--- src/spq_pkg.sv ---
`default_nettype none

package spq_pkg;

    // Operation codes carried by a command word
    typedef enum logic [1:0] {
        OP_NOP = 2'd0,
        OP_ENQ = 2'd1,
        OP_DEQ = 2'd2
    } opcode_t;

    // Status codes carried by a response word
    typedef enum logic [1:0] {
        ST_OK    = 2'd0,
        ST_FULL  = 2'd1,
        ST_EMPTY = 2'd2
    } status_t;

    // Broadcast control from the controller to every cell
    typedef struct packed {
        logic enq;
        logic deq;
    } cell_ctl_t;

endpackage

`default_nettype wire

--- src/spq_cmd_if.sv ---
`default_nettype none

interface spq_cmd_if #(
    parameter int ELEM_BITS = 32,
    parameter int PRIO_BITS = 16
);
    logic                 valid;
    logic                 ready;
    logic [1:0]           opcode;
    logic [ELEM_BITS-1:0] elem_in;
    logic [PRIO_BITS-1:0] prio_in;

    modport source (output valid, output opcode, output elem_in, output prio_in, input ready);
    modport sink   (input valid, input opcode, input elem_in, input prio_in, output ready);
endinterface

`default_nettype wire

--- src/spq_rsp_if.sv ---
`default_nettype none

interface spq_rsp_if #(
    parameter int ELEM_BITS = 32,
    parameter int PRIO_BITS = 16,
    parameter int CNT_BITS  = 5
);
    logic                 valid;
    logic                 ready;
    logic [ELEM_BITS-1:0] head_elem;
    logic [PRIO_BITS-1:0] head_prio;
    logic [CNT_BITS-1:0]  entry_count;
    logic                 is_empty;
    logic [1:0]           status;

    modport source (
        output valid, output head_elem, output head_prio, output entry_count,
        output is_empty, output status, input ready
    );
    modport sink (
        input valid, input head_elem, input head_prio, input entry_count,
        input is_empty, input status, output ready
    );
endinterface

`default_nettype wire

--- src/spq_cell.sv ---
`default_nettype none

// One slot of the sorted chain. Slots below the fill count are occupied and
// sorted by ascending priority from slot 0 upward.
module spq_cell #(
    parameter int IDX       = 0,
    parameter int PRIO_BITS = 16,
    parameter int ELEM_BITS = 32,
    parameter int CNT_BITS  = 5
) (
    input  wire                         clk,
    input  spq_pkg::cell_ctl_t          ctl,
    input  wire logic [CNT_BITS-1:0]    count,
    input  wire logic [PRIO_BITS-1:0]   new_prio,
    input  wire logic [ELEM_BITS-1:0]   new_elem,
    input  wire logic                   left_after,
    input  wire logic [PRIO_BITS-1:0]   left_prio,
    input  wire logic [ELEM_BITS-1:0]   left_elem,
    input  wire logic [PRIO_BITS-1:0]   right_prio,
    input  wire logic [ELEM_BITS-1:0]   right_elem,
    output logic                        after,
    output logic [PRIO_BITS-1:0]        prio,
    output logic [ELEM_BITS-1:0]        elem
);

    logic [PRIO_BITS-1:0] prio_reg, prio_next;
    logic [ELEM_BITS-1:0] elem_reg, elem_next;
    logic                 occupied;

    // The new word goes behind this slot when it holds an equal or smaller priority
    assign occupied = CNT_BITS'(IDX) < count;
    assign after    = occupied && (prio_reg <= new_prio);
    assign prio     = prio_reg;
    assign elem     = elem_reg;

    // Hold, insert, shift down on enqueue or shift up on dequeue
    always_comb
    begin
        prio_next = prio_reg;
        elem_next = elem_reg;
        if (ctl.enq)
        begin
            if (!after)
            begin
                if (left_after)
                begin
                    prio_next = new_prio;
                    elem_next = new_elem;
                end
                else
                begin
                    prio_next = left_prio;
                    elem_next = left_elem;
                end
            end
        end
        else if (ctl.deq)
        begin
            prio_next = right_prio;
            elem_next = right_elem;
        end
    end

    always_ff @(posedge clk)
    begin
        prio_reg <= prio_next;
        elem_reg <= elem_next;
    end

endmodule

`default_nettype wire

--- src/spq_ctrl.sv ---
`default_nettype none

// Fill count, response valid and status; issues the broadcast to the cells.
module spq_ctrl #(
    parameter int DEPTH    = 16,
    parameter int CNT_BITS = 5
) (
    input  wire                       clk,
    input  wire                       rst_n,
    input  wire logic                 cmd_valid,
    input  wire logic [1:0]           opcode,
    input  wire logic                 rsp_ready,
    output logic                      cmd_ready,
    output logic                      rsp_valid,
    output spq_pkg::cell_ctl_t        ctl,
    output logic [CNT_BITS-1:0]       count,
    output spq_pkg::status_t          status
);

    logic [CNT_BITS-1:0] count_reg, count_next;
    logic                rsp_valid_reg, rsp_valid_next;
    spq_pkg::status_t    status_reg, status_next;
    logic                accept;
    logic                full;

    assign cmd_ready = !rsp_valid_reg || rsp_ready;
    assign accept    = cmd_valid && cmd_ready;
    assign full      = count_reg == CNT_BITS'(DEPTH);
    assign count     = count_reg;
    assign rsp_valid = rsp_valid_reg;
    assign status    = status_reg;

    // Decode the accepted word: drop enqueue when full, flag dequeue when empty
    always_comb
    begin
        ctl         = '0;
        count_next  = count_reg;
        status_next = status_reg;
        if (accept)
        begin
            status_next = spq_pkg::ST_OK;
            if (opcode == spq_pkg::OP_ENQ)
            begin
                if (full)
                begin
                    status_next = spq_pkg::ST_FULL;
                end
                else
                begin
                    ctl.enq    = 1'b1;
                    count_next = count_reg + CNT_BITS'(1);
                end
            end
            else if (opcode == spq_pkg::OP_DEQ)
            begin
                if (count_reg == '0)
                begin
                    status_next = spq_pkg::ST_EMPTY;
                end
                else
                begin
                    ctl.deq    = 1'b1;
                    count_next = count_reg - CNT_BITS'(1);
                end
            end
        end
    end

    // Response is pending from acceptance until the sink takes it
    always_comb
    begin
        priority if (accept)
        begin
            rsp_valid_next = 1'b1;
        end
        else if (rsp_ready)
        begin
            rsp_valid_next = 1'b0;
        end
        else
        begin
            rsp_valid_next = rsp_valid_reg;
        end
    end

    always_ff @(posedge clk or negedge rst_n)
    begin
        if (!rst_n)
        begin
            count_reg     <= '0;
            rsp_valid_reg <= 1'b0;
        end
        else
        begin
            count_reg     <= count_next;
            rsp_valid_reg <= rsp_valid_next;
        end
    end

    always_ff @(posedge clk)
    begin
        status_reg <= status_next;
    end

endmodule

`default_nettype wire

--- src/stable_min_priority_queue_top.sv ---
// Stable minimum priority queue, kept as a sorted chain of DEPTH slots.
// Command channel (cmd): opcode, elem_in, prio_in. Opcode NOP reports status,
// ENQ inserts the word behind every stored entry of equal or smaller priority
// (equal priorities leave in arrival order), DEQ removes the head.
// Response channel (rsp): one word per command with head_elem, head_prio,
// entry_count and is_empty as they stand after the operation, and status
// (ok, enqueue dropped because full, dequeue on empty). Head fields read zero
// when the queue is empty.
// The response is valid in the cycle after the command is accepted.
// Throughput: one command per cycle while no response is stalled; every slot
// compares its priority with the new one in parallel and the whole chain shifts together.
// The response is read straight from the slot registers and the fill count,
// so while a response waits the queue holds and cmd.ready stays low; a new
// command is taken in the same cycle the pending response is taken.
// Reset empties the queue at once (fill count zero); slot contents are not
// cleared, only occupied slots are ever read.
`default_nettype none

module stable_min_priority_queue_top #(
    parameter int DEPTH     = 16,
    parameter int PRIO_BITS = 16,
    parameter int ELEM_BITS = 32
) (
    input  wire        clk,
    input  wire        rst_n,
    spq_cmd_if.sink    cmd,
    spq_rsp_if.source  rsp
);

    localparam int CNT_BITS = $clog2(DEPTH + 1);

    spq_pkg::cell_ctl_t   ctl;
    spq_pkg::status_t     status;
    logic [CNT_BITS-1:0]  count;
    logic                 rsp_valid;
    logic                 cmd_ready;
    logic                 after_q [DEPTH];
    logic [PRIO_BITS-1:0] prio_q  [DEPTH];
    logic [ELEM_BITS-1:0] elem_q  [DEPTH];

    spq_ctrl #(
        .DEPTH    (DEPTH),
        .CNT_BITS (CNT_BITS)
    ) u_ctrl (
        .clk       (clk),
        .rst_n     (rst_n),
        .cmd_valid (cmd.valid),
        .opcode    (cmd.opcode),
        .rsp_ready (rsp.ready),
        .cmd_ready (cmd_ready),
        .rsp_valid (rsp_valid),
        .ctl       (ctl),
        .count     (count),
        .status    (status)
    );

    // Build the chain; slot 0 sees the new word as its left neighbor
    for (genvar i = 0; i < DEPTH; i++)
    begin : g_cell
        logic                 l_after;
        logic [PRIO_BITS-1:0] l_prio;
        logic [ELEM_BITS-1:0] l_elem;
        logic [PRIO_BITS-1:0] r_prio;
        logic [ELEM_BITS-1:0] r_elem;

        if (i == 0)
        begin : g_first
            assign l_after = 1'b1;
            assign l_prio  = cmd.prio_in;
            assign l_elem  = cmd.elem_in;
        end
        else
        begin : g_inner_l
            assign l_after = after_q[i-1];
            assign l_prio  = prio_q[i-1];
            assign l_elem  = elem_q[i-1];
        end

        if (i == DEPTH - 1)
        begin : g_last
            assign r_prio = cmd.prio_in;
            assign r_elem = cmd.elem_in;
        end
        else
        begin : g_inner_r
            assign r_prio = prio_q[i+1];
            assign r_elem = elem_q[i+1];
        end

        spq_cell #(
            .IDX       (i),
            .PRIO_BITS (PRIO_BITS),
            .ELEM_BITS (ELEM_BITS),
            .CNT_BITS  (CNT_BITS)
        ) u_cell (
            .clk        (clk),
            .ctl        (ctl),
            .count      (count),
            .new_prio   (cmd.prio_in),
            .new_elem   (cmd.elem_in),
            .left_after (l_after),
            .left_prio  (l_prio),
            .left_elem  (l_elem),
            .right_prio (r_prio),
            .right_elem (r_elem),
            .after      (after_q[i]),
            .prio       (prio_q[i]),
            .elem       (elem_q[i])
        );
    end

    // Drive the response word from the head slot and the fill count
    assign cmd.ready       = cmd_ready;
    assign rsp.valid       = rsp_valid;
    assign rsp.entry_count = count;
    assign rsp.is_empty    = count == '0;
    assign rsp.head_elem   = (count == '0) ? '0 : elem_q[0];
    assign rsp.head_prio   = (count == '0) ? '0 : prio_q[0];
    assign rsp.status      = status;

endmodule

`default_nettype wire

--- src/flat_wrapper.sv ---
// flat-port wrapper written by rule: the top's interface ports become plain ports
module stable_min_priority_queue_top_flat 
#(
    parameter int DEPTH     = 16,
    parameter int PRIO_BITS = 16,
    parameter int ELEM_BITS = 32
)
  (clk, rst_n, cmd_valid, cmd_opcode, cmd_elem_in, cmd_prio_in, cmd_ready, rsp_valid, rsp_head_elem, rsp_head_prio, rsp_entry_count, rsp_is_empty, rsp_status, rsp_ready);
  spq_cmd_if #(.ELEM_BITS(ELEM_BITS), .PRIO_BITS(PRIO_BITS)) cmd_i ();
  spq_rsp_if #(.ELEM_BITS(ELEM_BITS), .PRIO_BITS(PRIO_BITS), .CNT_BITS((5))) rsp_i ();
  input  wire clk;
  input  wire rst_n;
  input wire logic [$bits(cmd_i.valid)-1:0] cmd_valid;
  input wire logic [$bits(cmd_i.opcode)-1:0] cmd_opcode;
  input wire logic [$bits(cmd_i.elem_in)-1:0] cmd_elem_in;
  input wire logic [$bits(cmd_i.prio_in)-1:0] cmd_prio_in;
  output wire logic [$bits(cmd_i.ready)-1:0] cmd_ready;
  output wire logic [$bits(rsp_i.valid)-1:0] rsp_valid;
  output wire logic [$bits(rsp_i.head_elem)-1:0] rsp_head_elem;
  output wire logic [$bits(rsp_i.head_prio)-1:0] rsp_head_prio;
  output wire logic [$bits(rsp_i.entry_count)-1:0] rsp_entry_count;
  output wire logic [$bits(rsp_i.is_empty)-1:0] rsp_is_empty;
  output wire logic [$bits(rsp_i.status)-1:0] rsp_status;
  input wire logic [$bits(rsp_i.ready)-1:0] rsp_ready;
  assign cmd_i.valid = cmd_valid;
  assign cmd_i.opcode = cmd_opcode;
  assign cmd_i.elem_in = cmd_elem_in;
  assign cmd_i.prio_in = cmd_prio_in;
  assign cmd_ready = cmd_i.ready;
  assign rsp_valid = rsp_i.valid;
  assign rsp_head_elem = rsp_i.head_elem;
  assign rsp_head_prio = rsp_i.head_prio;
  assign rsp_entry_count = rsp_i.entry_count;
  assign rsp_is_empty = rsp_i.is_empty;
  assign rsp_status = rsp_i.status;
  assign rsp_i.ready = rsp_ready;
  stable_min_priority_queue_top #(.DEPTH(DEPTH), .PRIO_BITS(PRIO_BITS), .ELEM_BITS(ELEM_BITS)) u_core (.clk(clk), .rst_n(rst_n), .cmd(cmd_i), .rsp(rsp_i));
endmodule
--- config.mk ---
export PLATFORM = sky130hd
export DESIGN_NAME = stable_min_priority_queue_top_flat
export DESIGN_NICKNAME = d
export VERILOG_FILES = /design/src/spq_pkg.sv /design/src/spq_cmd_if.sv /design/src/spq_rsp_if.sv /design/src/spq_cell.sv /design/src/spq_ctrl.sv /design/src/stable_min_priority_queue_top.sv /design/src/flat_wrapper.sv
export SDC_FILE = /design/constraint.sdc
export NUM_CORES = 2
export LEC_CHECK = 0
export BUFFER_PORTS_ARGS = -buffer_cell sky130_fd_sc_hd__buf_4
export CAP_MARGIN = 15
export CELL_PAD_IN_SITES_DETAIL_PLACEMENT = 1
export CELL_PAD_IN_SITES_GLOBAL_PLACEMENT = 1
export CORE_MARGIN = 2
export CORE_UTILIZATION = 29
export CTS_CLUSTER_DIAMETER = 150
export DETAILED_ROUTE_END_ITERATION = 7
export PLACE_DENSITY_LB_ADDON = 0.3
export SYNTH_ARGS = -nofsm -noshare
export SYNTH_HDL_FRONTEND = slang
export SYNTH_SLANG_ARGS = --single-unit
--- constraint.sdc ---
create_clock -name clk -period 5.6 [get_ports clk]
set_clock_uncertainty 0.05 [all_clocks]
set_input_delay 1.4 -clock clk [delete_from_list [all_inputs] [get_ports clk]]
set_output_delay 1.4 -clock clk [all_outputs]
set_load 0.02 [all_outputs]
After elaboration in Yosys (flattened, before gate mapping)

Cells that the tools add are included.

Register bits: 776
Output and inout bits: 58

Mux-type cells: 144
Magnitude comparators: 32
Reductions and logical operators: 40
Eq/ne operators: 21
Add/subtract/negate cells: 2

Operator list:

| cell                                                                    | count |
|---|---|
| 32-bit 2-to-1 mux                                                       | 64 |
| 16-bit 2-to-1 mux                                                       | 64 |
| 16-bit <= comparator                                                    | 16 |
| 4-bit by 5-bit < comparator with 1-bit output, first input constant     | 8 |
| 2-bit inequality test, second input constant                            | 17 |
| 2-bit AND reduction                                                     | 16 |
| 3-bit by 5-bit < comparator with 1-bit output, first input constant     | 4 |
| 5-bit 2-to-1 mux                                                        | 4 |
| 1-bit logical AND                                                       | 17 |
| 1-bit by 5-bit < comparator with 1-bit output, first input constant     | 2 |
| 2-bit by 5-bit < comparator with 1-bit output, first input constant     | 2 |
| 1-bit 2-to-1 mux                                                        | 8 |
| 2-bit 2-to-1 mux                                                        | 4 |
| 2-bit nonzero test                                                      | 3 |
| 5-bit by 1-bit adder with 5-bit output, second input constant           | 1 |
| 5-bit == test, second input constant                                    | 1 |
| 5-bit logical NOT                                                       | 1 |
| 5-bit by 1-bit subtractor with 5-bit output, second input constant      | 1 |
| 4-bit AND reduction                                                     | 1 |
| 2-bit by 1-bit == test with 1-bit output, second input constant         | 1 |
| 2-bit == test, second input constant                                    | 1 |
| 2-bit by 1-bit inequality test with 1-bit output, second input constant | 1 |
| 1-bit logical NOT                                                       | 1 |
| 1-bit logical OR                                                        | 1 |

Depth between registers and ports, before layout

Depth after elaboration: 7
Gate-level depth with buffers: 12
Depth with buffers taken out: 8

Modules after synthesis

Synthesis repeated with hierarchy kept, for this count alone.

Cells, all modules: 4416
Area, all modules: 47379.2 µm²

By module, submodules not included:

| module                                   | area each (µm²) | times used | cells each | seq. area each (µm²) |
|---|---|---|---|---|
| spq_cell at u_core.g_cell[10].u_cell ... | 2909.0          | 2          | 269        | 1441.4 |
| spq_cell at u_core.g_cell[14].u_cell ... | 2892.8          | 2          | 269        | 1441.4 |
| spq_cell at u_core.g_cell[9].u_cell      | 2914.0          | 1          | 270        | 1441.4 |
| spq_cell at u_core.g_cell[8].u_cell      | 2910.3          | 1          | 269        | 1441.4 |
| spq_cell at u_core.g_cell[15].u_cell     | 2906.5          | 1          | 268        | 1441.4 |
| spq_cell at u_core.g_cell[7].u_cell      | 2902.8          | 1          | 269        | 1441.4 |
| spq_cell at u_core.g_cell[2].u_cell      | 2896.5          | 1          | 269        | 1441.4 |
| spq_cell at u_core.g_cell[6].u_cell      | 2894.0          | 1          | 269        | 1441.4 |
| spq_cell at u_core.g_cell[4].u_cell      | 2891.5          | 1          | 271        | 1441.4 |
| spq_cell at u_core.g_cell[13].u_cell     | 2890.3          | 1          | 269        | 1441.4 |
| spq_cell at u_core.g_cell[11].u_cell     | 2889.0          | 1          | 269        | 1441.4 |
| spq_cell at u_core.g_cell[1].u_cell      | 2885.3          | 1          | 268        | 1441.4 |
| spq_cell at u_core.g_cell[3].u_cell      | 2884.0          | 1          | 268        | 1441.4 |
| spq_cell at u_core.g_cell[0].u_cell      | 2875.3          | 1          | 270        | 1441.4 |
| +2 rows                                  | -               | -          | -          | - |

Worst setup path before layout

Ideal clock, no wire load.

Kind: in2reg
Start: input cmd_prio_in[5]
End: register u_core.g_cell[12].u_cell.elem_reg[0] (enable)
Setup slack: 0.304 ns
Stages on the path: 10
Arrival time: 4.541 ns
Library setup time: 0.706 ns
Buffers on the path: 2
Cells stage by stage: inv_1 > ha_1 > a21oi_1 > o21ai_0 > a221oi_1 > o211ai_1 > nand3_1 > clkbuf_1 > clkbuf_1 > nand3_1

Cells in the longest elaborated chain, start to end: 4

RTL lines:

| element                         | RTL line           | source |
|---|---|---|
| from (decl)                     | flat_wrapper.sv:16 | `input wire logic [$bits(cmd_i.prio_in)-1:0] cmd_prio_in;` |
| 16-bit <= comparator            | spq_cell.sv:32     | `assign after = occupied && (prio_reg <= new_prio);` |
| 1-bit logical AND               | spq_cell.sv:32     |  |
| 2-bit inequality test (no line) | -                  |  |
| 2-bit AND reduction (no line)   | -                  |  |
| to (signal assigned)            | spq_cell.sv:67     | `elem_reg <= elem_next;` |
| to (decl)                       | spq_cell.sv:27     | `logic [ELEM_BITS-1:0] elem_reg, elem_next;` |

Every way passes these cells.
A chain may end at the register's enable or synchronous reset.

Worst setup path in the final report

Start: register u_core.u_ctrl.count_reg[1], in the netlist u_core.u_ctrl.count[1]
End: output rsp_head_prio[5]

Cells in the longest elaborated chain, start to end: 2

RTL lines:

| element                | RTL line                             | source |
|---|---|---|
| from (decl)            | spq_ctrl.sv:20                       | `logic [CNT_BITS-1:0] count_reg, count_next;` |
| from (signal assigned) | spq_ctrl.sv:95                       | `count_reg <= count_next;` |
| 5-bit logical NOT      | stable_min_priority_queue_top.sv:118 | `assign rsp.head_prio = (count == '0) ? '0 : prio_q[0];` |
| 16-bit 2-to-1 mux      | stable_min_priority_queue_top.sv:118 |  |
| to (decl)              | flat_wrapper.sv:20                   | `output wire logic [$bits(rsp_i.head_prio)-1:0] rsp_head_prio;` |

Every way passes these cells.

==> results.md <==
- Iteration-0 DRC Markers: 2924
- YS warnings: 0
- PnR worst setup slack: approximately 1.0 ns
- Setup bufs post-CTS: 0
- Setup WS pre-CTS: 0.5051 ns
- Drt total wl: 159700 um
- H-tree levels: 3
- Status: finished clean
- Post-synth net total: roughly 3900
- Final net count: 3966
- Vias per Instance: 5.779
- Instance count of the mapped netlist: 3629
- Final Hold Viols: 0
- Clock Latency Late Sink: 0.73 ns
- Total CTS buffers: 95
- Grt ovf: 0
- Largest net degree at the start of global routing: 218
- Max-cap violations: 0
- Synth Area in Compound Gates: 0.2347
- Mapped cell area: 44470 um2
- Die Wd: 395.6 um
- Max reg flops: 512
- First-pass DRT Iterations: 5
- Slew @ Worst Pin: around 1.2 ns
- Endpoint type of the worst setup path: output port
- Ys async rst share: 0.007732
- R2R Setup Slk: ~1.1 ns
- Synth Area in Adders: 0.07343
- DRC errors left: 0
- Hold_buf cts: 0
- Most used DFF post-synth: edfxtp_1
- R2R cell count: 9
- Reg2Reg Capture Point: u_core.g_cell[11].u_cell.elem[4]$_DFFE_PP_
- Highest-delay cell along the critical path: dfrtp_1
- PostCTS Resize Cnt: 0
- Antenna-violating nets left: 0
- P&R area growth vs syn: 15.73%
- CP max stage delay: 0.63 ns
- Pwr Total: ~0.017 W
- Main combinational cell family by area after synthesis: compound AO/OA/AOI/OAI gates
- Power density over the cells: about 340 nW/um2
- Std-Cell Rows: 143
- Top-area cell type share of the netlist area: 0.5199
- Clock Tree Buf Depth: 3
- Placeable Area: between 150000 and 200000 um2
- Max Fclk: 217.3 MHz
- Post-synth EDFFs: 770
- Die H: 395.6 um
- Fraction of the mapped netlist area in simple logic gates: 0.1125
- Post-synthesis mux area share: 0.01303
- Leak: ~18 nW
- CP max FO: 26
- Max_slew headroom: 0.2304
- Syn avg cell area: 12.25 um2
- Reg clk slew, reported paths: 0.06 ns
- Antenna violations before repair: 3
- Startpoint Class: register
- WHS: 0.4441 ns
- Placer congestion estimate: 0.8166
- WL/cell: 27.73 um
- Sink Count: 776
- RSZ-0062 raised after global routing: false
- Layout cells sized above 1: 0.2735
- Crit share post-route: 0.8218
- # setup viols final: 0
- Critical R2R Launch: u_core.u_ctrl.count[1]$_DFFE_PN0P_
- First-pass GRT wire length: 238100 um
- Setup_tns: 0 ns
- Worst endpoint required time: about 4.2 ns
- DR vias: 33280
- Max VDD drop: 279.7 uV
- Seq cells post-synth: 776
- Arrival @ worst endpoint: 3.15 ns
- Port Buffers: 111
- Critical path type: register to output port
- Dpl hpwl: 106100 um
- Min Tclk post-route: 4.602 ns
- Xor and xnor area share after synthesis: 0.0009847
- Worst path cell trace: inv_1 -> ha_1 -> inv_1 -> nor2_4 -> buf_4 -> nor2b_1 -> buf_4
- Top post-synthesis cells by area: edfxtp_1 52%, o221a_2 14%, ha_1 7.3%
- Final slew viol count: 0
- Fillers: 16320
- Root buf cell: clkbuf_16
- Starting Density: 0.2924
- Vias in the first global route: 34980
- Antenna diodes: 0
- CTS tree: yes
- Yosys top cell by area: edfxtp_1
- Overall Global Routing Usage: 0.1995
- Die ar.: 156500 um2
- HP Class: primary input to asynchronous set/reset pin
- Yosys cell types: 63
- I/O pins: approximately 110
- Register area share after synthesis: 0.5233
[where the power goes]
part           internal [W]  total (W)  switching, W
Sequential          0.00714    0.00755      0.000410
Clock               0.00366    0.00638       0.00272
Combinational       0.00138    0.00347       0.00209
Total                0.0122     0.0174       0.00522
[how the worst max path moves through the flow]
stage,start,endpoint,cells past startpoint
final,u_core.u_ctrl.count[1]$_DFFE_PN0P_,rsp_head_prio[5],7
after global routing,u_core.u_ctrl.count[1]$_DFFE_PN0P_,rsp_head_prio[7],7
after CTS,u_core.u_ctrl.count[1]$_DFFE_PN0P_,rsp_head_prio[7],7
after detailed placement,cmd_prio_in[13],u_core.g_cell[11].u_cell.elem[23]$_DFFE_PP_,10
after global placement,cmd_prio_in[12],u_core.g_cell[13].u_cell.elem[23]$_DFFE_PP_,12
after floorplan,cmd_prio_in[5],u_core.g_cell[12].u_cell.elem[0]$_DFFE_PP_,10
[cell type report]
cell class	count	area, um2	share of cell area
clock buffers	119	2509	0.04874
clock inverters	56	630.6	0.01225
multi-input cells	2405	19680	0.3823
inverters	126	473.0	0.009189
well taps	2030	2540	0.04935
repair buffers	247	2367	0.04600
flip-flops and latches	776	23270	0.4522
[layer usage]
metal | GRT usage | wire length (um) | up-vias
li1 | - | - | 14560
met1 | 0.2842 | 74580 | 17500
met2 | 0.3158 | 72460 | 1022
met3 | 0.02951 | 9158 | 195
met4 | 0.05099 | 3486 | 0
met5 | 0 | 0 | -
[cell usage in the layout, fill, tap and decap left out, types with 7 or more instances in the layout]
cell | synthesis | layout
nor2b_1 | 62 | 62
a21o_1 | 12 | 11
clkbuf_1 | 210 | 21
clkinv_2 | 0 | 15
a211oi_1 | 151 | 151
buf_4 | 11 | 206
nor4_1 | 10 | 10
nand2_2 | 0 | 10
o22ai_1 | 48 | 48
o21ai_4 | 0 | 7
bufinv_16 | 0 | 10
o221a_1 | 38 | 38
and4_1 | 10 | 10
edfxtp_1 | 770 | 770
nand4_1 | 40 | 40
nor3_1 | 8 | 8
nand2_1 | 188 | 174
nand2b_1 | 431 | 428
mux2_4 | 8 | 8
o211ai_1 | 11 | 11
inv_1 | 126 | 126
nor2_1 | 138 | 136
ha_1 | 261 | 261
nand3_1 | 14 | 9
a21oi_1 | 123 | 123
buf_12 | 0 | 41
clkbuf_16 | 0 | 96
mux2_2 | 34 | 34
o22a_1 | 94 | 94
a31oi_1 | 8 | 7
o21ai_0 | 91 | 90
o221a_2 | 538 | 538
clkinv_1 | 0 | 20
[synthesized netlist by cell type (10+ instances only)]
cell type and n:
and4_1 10, nand4_1 40, a21oi_1 123, nor2b_1 62
o22ai_1 48, nand2b_1 431, o221a_2 538, nand2_1 188
a211oi_1 151, ha_1 261, o21ai_0 91, o221a_1 38
buf_4 11, edfxtp_1 770, buf_2 88, o211ai_1 11
a21o_1 12, nor4_1 10, o22a_1 94, mux2_2 34
nand3_1 14, nor2_1 138, clkbuf_1 210, inv_1 126
[through the flow]
step	util	cells	instance area, um2
after floorplan	-	3629	44470
after global placement	0.3178	5584	48330
after detailed placement	0.3178	5584	48330
after CTS	0.3384	5759	51470
after global routing	0.3384	5759	51470
final	0.3384	5759	51470
[kinds of logic after synthesis]
group	count (synthesis)
XOR/XNOR	5
buffers and inverters	448
adder cells (fa/ha/maj)	261
AND/OR/NAND/NOR	928
flip-flops	776
multiplexers	49
AO/OA/AOI/OAI	1162
[critical path: cells and delay by family (launching register included)]
family        cells  cell delay [ns]
simple gates      2             0.53
buf+inv           4             0.91
fa+ha+maj         1             0.33
flops             1             0.63
(Power assumes the default switching activity.)
